==> config.mk <==
export PLATFORM = sky130hd
export DESIGN_NAME = lpm_div
export DESIGN_NICKNAME = d
export VERILOG_FILES = /design/src/lpm_pkg.sv /design/src/lpm_div.sv
export SDC_FILE = /design/constraint.sdc
export NUM_CORES = 1
export LEC_CHECK = 0
export ABC_AREA = 1
export BUFFER_PORTS_ARGS = -buffer_cell sky130_fd_sc_hd__buf_2
export CAP_MARGIN = 10
export CELL_PAD_IN_SITES_DETAIL_PLACEMENT = 0
export CELL_PAD_IN_SITES_GLOBAL_PLACEMENT = 1
export CORE_AREA = 10 10 113 115
export DETAILED_ROUTE_END_ITERATION = 16
export DIE_AREA = 0 0 123 125
export PLACE_DENSITY = 0.71
export SETUP_SLACK_MARGIN = 0.2
export SLEW_MARGIN = 20
export SYNTH_ARGS = -nofsm -noshare
export SYNTH_HDL_FRONTEND = slang
export SYNTH_SLANG_ARGS = --single-unit
==> constraint.sdc <==
create_clock -name clk_i -period 1.7 [get_ports clk_i]
set_input_delay 0.085 -clock clk_i [delete_from_list [all_inputs] [get_ports clk_i]]
set_output_delay 0.085 -clock clk_i [all_outputs]
set_load 0.01 [all_outputs]
==> src/lpm_pkg.sv <==
package lpm_pkg;

  typedef struct packed {
    logic        mode;
    logic [31:0] sample_us;
    logic [6:0]  percent;
  } lpm_in_t;

  typedef struct packed {
    logic [8:0]  sample_count;
    logic [31:0] minimum_us;
    logic [31:0] maximum_us;
    logic [31:0] average_us;
    logic [31:0] percentile_us;
    logic        dropped;
  } lpm_out_t;

  localparam logic MODE_ADD   = 1'b0;
  localparam logic MODE_QUERY = 1'b1;

  localparam int unsigned SumW = 44;

  // x/100 as (x * PctRecip) >> PctShift, exact for x below 2^20
  localparam int unsigned PctRecip = 671089;
  localparam int unsigned PctShift = 26;

endpackage

==> src/lpm_div.sv <==
// Restoring divider: one quotient bit per cycle, quotient truncated to 32 bits.
module lpm_div
  import lpm_pkg::*;
#(
  parameter int unsigned CntW = 9
) (
  input  logic              clk_i,
  input  logic              rst_ni,
  input  logic              start_i,
  input  logic [SumW-1:0]   dividend_i,
  input  logic [CntW-1:0]   divisor_i,
  output logic              done_o,
  output logic [31:0]       quot_o
);

  localparam int unsigned StepW = $clog2(SumW + 1);

  logic [SumW-1:0]  quo_q, quo_d;
  logic [CntW:0]    rem_q, rem_d;
  logic [CntW-1:0]  dvs_q, dvs_d;
  logic [StepW-1:0] step_q, step_d;
  logic             busy_q, busy_d;
  logic             done_q, done_d;
  logic [CntW:0]    trial;

  always_comb begin
    quo_d  = quo_q;
    rem_d  = rem_q;
    dvs_d  = dvs_q;
    step_d = step_q;
    busy_d = busy_q;
    done_d = 1'b0;
    trial  = {rem_q[CntW-1:0], quo_q[SumW-1]};
    if (start_i) begin
      quo_d  = dividend_i;
      rem_d  = '0;
      dvs_d  = divisor_i;
      step_d = StepW'(SumW);
      busy_d = 1'b1;
    end else if (busy_q) begin
      if (trial >= {1'b0, dvs_q}) begin
        rem_d = trial - {1'b0, dvs_q};
        quo_d = {quo_q[SumW-2:0], 1'b1};
      end else begin
        rem_d = trial;
        quo_d = {quo_q[SumW-2:0], 1'b0};
      end
      step_d = step_q - 1'b1;
      if (step_q == StepW'(1)) begin
        busy_d = 1'b0;
        done_d = 1'b1;
      end
    end
  end

  always_ff @(posedge clk_i or negedge rst_ni) begin
    if (!rst_ni) begin
      busy_q <= 1'b0;
      done_q <= 1'b0;
      step_q <= '0;
    end else begin
      busy_q <= busy_d;
      done_q <= done_d;
      step_q <= step_d;
    end
  end

  always_ff @(posedge clk_i) begin
    quo_q <= quo_d;
    rem_q <= rem_d;
    dvs_q <= dvs_d;
  end

  assign done_o = done_q;
  assign quot_o = quo_q[31:0];

endmodule

==> results.txt, run 1 <==
----------------------------------------------------
[Synthesis]
  Syn. warnings ... 0
  Number of synthesized flops with an enable pin ... 53
  Gate count after technology mapping ... 422
  Top cell type's share of synthesized area ... 43.02%
  Mapped Area ... 0.003700 sq mm
  Synth area leader ... sky130_fd_sc_hd__edfxtp_1
  Post-Syn Nets ... 490
  Flip-flop and latch count after synthesis ... 70
  Synth unique cells ... 29
  Largest cells by area after synthesis ... sky130_fd_sc_hd__edfxtp_1 43%, sky130_fd_sc_hd__nand2_1 18%, sky130_fd_sc_hd__buf_4 6.5%
  Post-synthesis sequential area ratio ... 53.30%
  Avg Synthesized Cell Area ... 8.767 sq um
  Proportion of register bits with asynchronous set or reset after synthesis ... 11.43%
  Main flop type after synthesis ... sky130_fd_sc_hd__edfxtp_1

[Layout]
  Register cell area after layout ... 0.001972 sq mm
  Synth-to-layout area growth ... 30.30%
  Final-stage net count ... 597
  Multi-input gate area ... 0.001365 sq mm
  Final non-filler cell area ... 0.004821 sq mm
  Count of fill cells added during filler insertion ... 1055
  Final cell count without fillers ... 674
  Fraction of final layout cells with drive strength greater than 1 ... 28.65%
  Number of antenna repair diodes ... 0

[Job]
  Max-cap viol count ... 0

[Setup path]
  Slowest CP cell ... sky130_fd_sc_hd__fa_2
  Crit path largest cell delay ... 0.39 ns
  CP Cell Sequence ... inv_2 -> ha_4 -> inv_2 -> fa_2 -> nand2_2 -> nand3_4 -> nand2_4 -> buf_6 -> nand3b_1 -> nand3_1 -> nand2_1
  Worst Path Max Fanout ... 4
  CP Capture Type ... flip-flop
  Arrival time of the worst setup path ... 1.96 ns
  Worst r2r path cells ... 11
  Critical path start-end classification ... reg2reg
  Kind of start point of the critical path ... flip-flop
  Worst setup slack for register-to-register paths ... -0.04 ns
  R2r endpoint ... rem_q[6]$_SDFFE_PP0P_
  Data required time of the worst path ... 1.93 ns
  Reg-to-reg critical path startpoint ... quo_q[43]$_DFFE_PP_
  Worst path most repeated cell ... sky130_fd_sc_hd__inv_2

[Clock network]
  H-tree lvl count ... 3
  Clock net sink count ... 70
  Clock-pin slew on the worst setup and hold paths ... 0.08 ns
  Cts bufs inserted ... 9
  Maximum buffer depth of the clock tree ... 2
  TritonCTS clock tree ... yes
  CTS root buf ... sky130_fd_sc_hd__clkbuf_8
  Clock latency at the later pin of the worst-skew pair ... 0.34 ns

[Global route]
  Overall overflow remaining after global route ... 0
  Tot GR Track Use ... 12.38%
  Largest net degree at the start of global routing ... 44
  Number of global-route vias before repair ... 3223
  Wire length of the first global-routing pass ... 15460 um
  Initial antenna violation count ... 0

[Floorplan]
  Area inside the core boundary ... 0.01060 sq mm
  Die outline width ... 123 um
  I/O Pins ... 89
  Total Die Area ... 0.01538 sq mm
  Row cnt ... 38
  Starting utilization of the core area ... 34.89%
  DIE HEIGHT ... 125 um

[STA]
  Setup-violating endpoint count in the final report ... 9
  Slew HR ... 71.30%
  Achievable clock frequency ... 575.9 MHz
  Setup repair after global routing missed its margin ... yes
  Final clock period utilization by the worst path ... 102.1%
  Number of max-slew violations in the final report ... 0
  Final setup margin ... -0.03649 ns
  Actual transition at the worst max-transition pin ... 0.4305 ns
  Post-Route Setup TNS ... -0.2356 ns
  Shortest period the worst path allows ... 1.736 ns
  Endpoints failing hold ... 0
  Clk_skew ... 0.01403 ns

[Detailed routing]
  DRC violation total after the first TritonRoute iteration ... 146
  Detail-routed net length per standard cell ... 13.84 um
  First-pass iteration count of the detailed router ... 4
  Via count normalized by instance count ... 4.442
  Residual DRC ... 0
  Detailed-route wire length ... 9330 um
  Total number of vias ... 2994
  Residual antenna-violating net count after detailed routing ... 0

[Placed design]
  Post-placement worst setup slack ... -0.03881 ns
  Number of cells after detailed placement ... 621
  Detail Placement HPWL ... 6630 um
  Number of port buffers ... 88
  Area after DPL ... 0.004178 sq mm
  Placer congestion estimate ... 0.7915

[Pwr]
  Overall power after layout ... 5.359 mW
  Power per Cell Area ... 1112 mW/mm^2
  Leakage Power ... 2.414 nW
  Peak supply drop ... 0.0004342 V

[Hold path]
  Depth of the worst hold-timing path ... 3
  Worst Min Path Start ... dividend_i[17]
  Sink of the worst hold path ... quo_q[17]$_DFFE_PP_
  Worst hold path type ... in2reg

[Outcome]
  Outcome ... complete, but fails checks
  Violated checks ... negative setup slack

----------------------------------------------------
-- cell usage in the layout, fill, tap and decap left out, types with 3 or more instances in the layout --
cell type                         n
sky130_fd_sc_hd__dlygate4sd3_1   31
sky130_fd_sc_hd__ha_1             8
sky130_fd_sc_hd__nand2_1        176
sky130_fd_sc_hd__xnor2_1          3
sky130_fd_sc_hd__ha_4             3
sky130_fd_sc_hd__dfrtp_1          8
sky130_fd_sc_hd__buf_4           19
sky130_fd_sc_hd__o21ai_1          6
sky130_fd_sc_hd__nand3_2          6
sky130_fd_sc_hd__nand2_2          4
sky130_fd_sc_hd__dfxtp_1          9
sky130_fd_sc_hd__edfxtp_1        53
sky130_fd_sc_hd__nand3_1         20
sky130_fd_sc_hd__nor2_1           9
sky130_fd_sc_hd__nand3b_1         3
sky130_fd_sc_hd__nor3_1           4
sky130_fd_sc_hd__clkbuf_8        11
sky130_fd_sc_hd__a21oi_1          4
sky130_fd_sc_hd__inv_1           39
sky130_fd_sc_hd__buf_2           88
-- cell families after synthesis --
| family | Yosys count | synth area share (%) |
|---|---|---|
| adders and majority gates | 12 | 4.261 |
| and+or+nand+nor | 235 | 26.72 |
| buffers and inverters | 87 | 12.82 |
| DFF | 70 | 53.30 |
| xor gates and xnor gates | 3 | 0.7103 |
| AOI/OAI and AO/OA | 15 | 2.198 |
-- power breakdown --
group / total [mW] / switching, mW / internal (mW) / leakage [nW]
clock: 1.39 / 0.628 / 0.761 / 0.104
combinational: 1.75 / 0.945 / 0.803 / 1.57
sequential: 2.22 / 0.148 / 2.07 / 0.736
total: 5.36 / 1.72 / 3.64 / 2.41
-- layer usage --
layer / vias to the layer above / track usage (%) / share of wire [%]
met5: - / 0 / 0
met4: 0 / 5.072 / 0.59
met3: 4 / 3.645 / 6.2
met2: 81 / 19.79 / 48
met1: 1385 / 15.19 / 46
li1: 1524 / - / -
-- how the worst max path moves through the flow --
stage	from	to
2_1_floorplan	quo_q[43]$_DFFE_PP_	quo_q[0]$_DFFE_PP_
3_3_place_gp	quo_q[43]$_DFFE_PP_	rem_q[6]$_SDFFE_PP0P_
3_5_place_dp	quo_q[43]$_DFFE_PP_	rem_q[6]$_SDFFE_PP0P_
4_1_cts	quo_q[43]$_DFFE_PP_	rem_q[6]$_SDFFE_PP0P_
5_1_grt	quo_q[43]$_DFFE_PP_	rem_q[6]$_SDFFE_PP0P_
6_report	quo_q[43]$_DFFE_PP_	rem_q[6]$_SDFFE_PP0P_
-- flip-flops by register name, indices dropped and copies added, names as in the netlist --
| signal | flops |
|---|---|
| quo_q | 44 |
| rem_q | 9 |
| done_o | 1 |
| busy_q | 1 |
| step_q | 6 |
| dvs_q | 9 |
-- cell usage after synthesis, drive strengths merged, types with 2 or more instances --
cell	n
nor2	13
dfrtp	8
xnor2	3
nand4	2
o21ai	8
inv	42
nor3	6
buf	41
nand3	28
dfxtp	9
clkbuf	4
a21oi	5
edfxtp	53
nand2	182
ha	11
nand3b	3
-- cell type report --
class,count,share of cell area [%]
clock buffer,13,3.296
clock inverter,3,0.9084
inverter,42,3.348
multi-input combinational,265,28.32
sequential,70,40.90
tap,140,3.634
timing repair buffer,141,19.60
-- per-stage QoR --
stage | utilization [%] | hold slack (ns)
2_1_floorplan | - | -0.2106
3_3_place_gp | 39.40 | -0.05903
3_5_place_dp | 39.40 | -0.05582
4_1_cts | 44.95 | 0.001663
5_1_grt | 45.47 | 0.01492
6_report | 45.47 | 0.02175
-- worst max-delay path, delay by kind of cell (launching register included) --
kind | cells | cell delay, ns
buffers and inverters | 3 | 0.24
flip-flops | 1 | 0.38
adder cells (fa/ha/maj) | 2 | 0.51
AND/OR/NAND/NOR | 6 | 0.49
-- repair_timing --
item | CTS | global route
pin swaps | 2 | 3
hold endpoints to repair | 38 | 0
gates resized for setup | 6 | 7
hold buffers | 31 | 0
setup endpoints to repair | 36 | 12
setup buffers | 4 | 2
Note: power is estimated with default switching activity, not from simulation.
==> run 2, diff against run 1 <==
Settings changed: REMOVE_ABC_BUFFERS set to 1.
Clock period 1.7 ns to 1.52 ns, I/O delays scaled along.
==> results.txt, run 2 (synthesis results as in run 1) <==
----------------------------------------------------
[STA]
  Shortest period the worst path allows ... 1.736 ns
  Final setup margin ... -0.2159 ns
  Number of max-slew violations in the final report ... 0
  Final clock period utilization by the worst path ... 114.2%
  Slew HR ... 75.90%
  Achievable clock frequency ... 576.1 MHz
  Setup-violating endpoint count in the final report ... 10
  Setup repair after global routing missed its margin ... yes
  Endpoints failing hold ... 0
  Post-Route Setup TNS ... -1.801 ns
  Clk_skew ... 0.008404 ns
  Actual transition at the worst max-transition pin ... 0.3596 ns

[Floorplan]
  DIE HEIGHT ... 125 um
  Area inside the core boundary ... 0.01060 sq mm
  Starting utilization of the core area ... 34.89%
  Total Die Area ... 0.01538 sq mm
  Row cnt ... 38
  I/O Pins ... 89
  Die outline width ... 123 um

[Clock network]
  Cts bufs inserted ... 9
  Maximum buffer depth of the clock tree ... 2
  H-tree lvl count ... 3
  CTS root buf ... sky130_fd_sc_hd__clkbuf_8
  Clock latency at the later pin of the worst-skew pair ... 0.35 ns
  Clock net sink count ... 70
  Clock-pin slew on the worst setup and hold paths ... 0.08 ns
  TritonCTS clock tree ... yes

[Outcome]
  Outcome ... complete, but fails checks
  Violated checks ... negative setup slack

[Layout]
  Count of fill cells added during filler insertion ... 1003
  Biggest register ... quo_q
  Fraction of final layout cells with drive strength greater than 1 ... 31.05%
  Final-stage net count ... 633
  Number of flip-flops under the largest register name ... 44
  Commonest cells after routing, fill and taps aside ... 174 x sky130_fd_sc_hd__nand2_1, 88 x sky130_fd_sc_hd__buf_2, 53 x sky130_fd_sc_hd__edfxtp_1, 50 x sky130_fd_sc_hd__dlygate4sd3_1, 37 x sky130_fd_sc_hd__inv_1
  Most common cell after layout, fill and taps aside ... sky130_fd_sc_hd__nand2_1
  Multi-input gate area ... 0.001395 sq mm
  Largest registers ... quo_q x44, dvs_q x9, rem_q x9
  Synth-to-layout area growth ... 40.58%
  Register cell area after layout ... 0.001972 sq mm
  Final cell count without fillers ... 710
  Number of antenna repair diodes ... 0

[Setup path]
  Data required time of the worst path ... 1.62 ns
  Kind of start point of the critical path ... flip-flop
  Crit path largest cell delay ... 0.38 ns
  CP Capture Type ... flip-flop
  Worst r2r path cells ... 9
  R2r endpoint ... quo_q[0]$_DFFE_PP_
  Worst path most repeated cell ... sky130_fd_sc_hd__inv_2
  CP Cell Sequence ... inv_2 -> ha_4 -> inv_2 -> fa_2 -> nand2_2 -> nand3_4 -> nand2_8 -> buf_12 -> a31oi_4
  Reg-to-reg critical path startpoint ... quo_q[43]$_DFFE_PP_
  Slowest CP cell ... sky130_fd_sc_hd__edfxtp_1
  Arrival time of the worst setup path ... 1.83 ns
  Worst Path Max Fanout ... 5
  Worst setup slack for register-to-register paths ... -0.22 ns
  Critical path start-end classification ... reg2reg

[Placed design]
  Detail Placement HPWL ... 6579 um
  Number of port buffers ... 88
  Number of cells after detailed placement ... 641
  Placer congestion estimate ... 0.8166

[Detailed routing]
  Residual DRC ... 0
  Total number of vias ... 3054
  Detail-routed net length per standard cell ... 13.31 um
  Residual antenna-violating net count after detailed routing ... 0
  DRC violation total after the first TritonRoute iteration ... 101
  Via count normalized by instance count ... 4.301
  First-pass iteration count of the detailed router ... 4
  Detailed-route wire length ... 9451 um

[Global route]
  Overall overflow remaining after global route ... 0
  Wire length of the first global-routing pass ... 15600 um
  Tot GR Track Use ... 12.43%
  Number of global-route vias before repair ... 3177
  Largest net degree at the start of global routing ... 49
  Initial antenna violation count ... 0

[Hold path]
  Depth of the worst hold-timing path ... 3
  Worst hold path type ... in2reg
  Worst Min Path Start ... dividend_i[23]
  Sink of the worst hold path ... quo_q[23]$_DFFE_PP_

[Job]
  Max-cap viol count ... 0

[Pwr]
  Peak supply drop ... 0.0006475 V
  Power per Cell Area ... 1234 mW/mm^2
  Leakage Power ... 2.596 nW

----------------------------------------------------
==> run 2: area by class of cell <==
type / instances / area share [%]
repair buffers: 177 / 24.73
well taps: 140 / 3.368
multi-input cells: 265 / 26.82
flip-flops and latches: 70 / 37.91
clock buffers: 12 / 2.790
inverters: 42 / 3.031
clock inverters: 4 / 1.347
==> run 2: what timing repair did <==
item	CTS	global route
setup endpoints to repair	11	12
setup buffers	3	0
hold buffers	50	0
hold endpoints to repair	57	0
pin swaps	11	8
resized for setup	21	15
==> run 2: per-layer routing <==
| metal | up-vias | share of wire (%) | track usage [%] |
|---|---|---|---|
| met5 | - | 0 | 0 |
| met4 | 0 | 1.2 | 3.701 |
| met3 | 9 | 8.8 | 6.301 |
| met2 | 82 | 47 | 19.04 |
| met1 | 1362 | 43 | 14.94 |
| li1 | 1601 | - | - |
==> run 2: critical path, delay by kind of cell, from the launching register on <==
kind	cells	cell delay (ns)
and+or+nand+nor	3	0.32
DFF	1	0.38
AOI/OAI and AO/OA	1	0.07
buffers and inverters	3	0.24
adders and majority gates	2	0.47
==> run 2: worst max-delay path by stage <==
stage,startpoint,to,slack [ns],depth (start not counted)
final,quo_q[43]$_DFFE_PP_,quo_q[0]$_DFFE_PP_,-0.22,9
after global routing,quo_q[43]$_DFFE_PP_,rem_q[7]$_SDFFE_PP0P_,-0.32,11
after CTS,quo_q[43]$_DFFE_PP_,rem_q[8]$_SDFFE_PP0P_,-0.25,13
after detailed placement,quo_q[43]$_DFFE_PP_,rem_q[8]$_SDFFE_PP0P_,-0.35,13
after global placement,quo_q[43]$_DFFE_PP_,rem_q[8]$_SDFFE_PP0P_,-0.31,13
after floorplan,quo_q[43]$_DFFE_PP_,rem_q[2]$_SDFFE_PP0P_,-0.30,11
==> run 2: where the power goes <==
| group | total, mW | internal [mW] | leakage, nW | switching, mW |
|---|---|---|---|---|
| Combinational | 2.30 | 1.12 | 1.75 | 1.18 |
| Clock | 1.65 | 0.965 | 0.110 | 0.686 |
| Sequential | 2.47 | 2.32 | 0.736 | 0.151 |
==> run 2: per-stage QoR <==
| stage | worst slack, ns | cell area (sq um) | util, % | hold WS, ns | total power [mW] |
|---|---|---|---|---|---|
| after floorplan | -0.2962 | 3383 | - | -0.2196 | 3.585 |
| after global placement | -0.3076 | 4307 | 40.62 | -0.06660 | 4.407 |
| after detailed placement | -0.3488 | 4307 | 40.62 | -0.06317 | 4.425 |
| after CTS | -0.2486 | 5127 | 48.36 | 0.0007298 | 6.348 |
| after global routing | -0.3167 | 5201 | 49.06 | 0.01796 | 6.858 |
| final | -0.2159 | 5201 | 49.06 | 0.01700 | 6.420 |
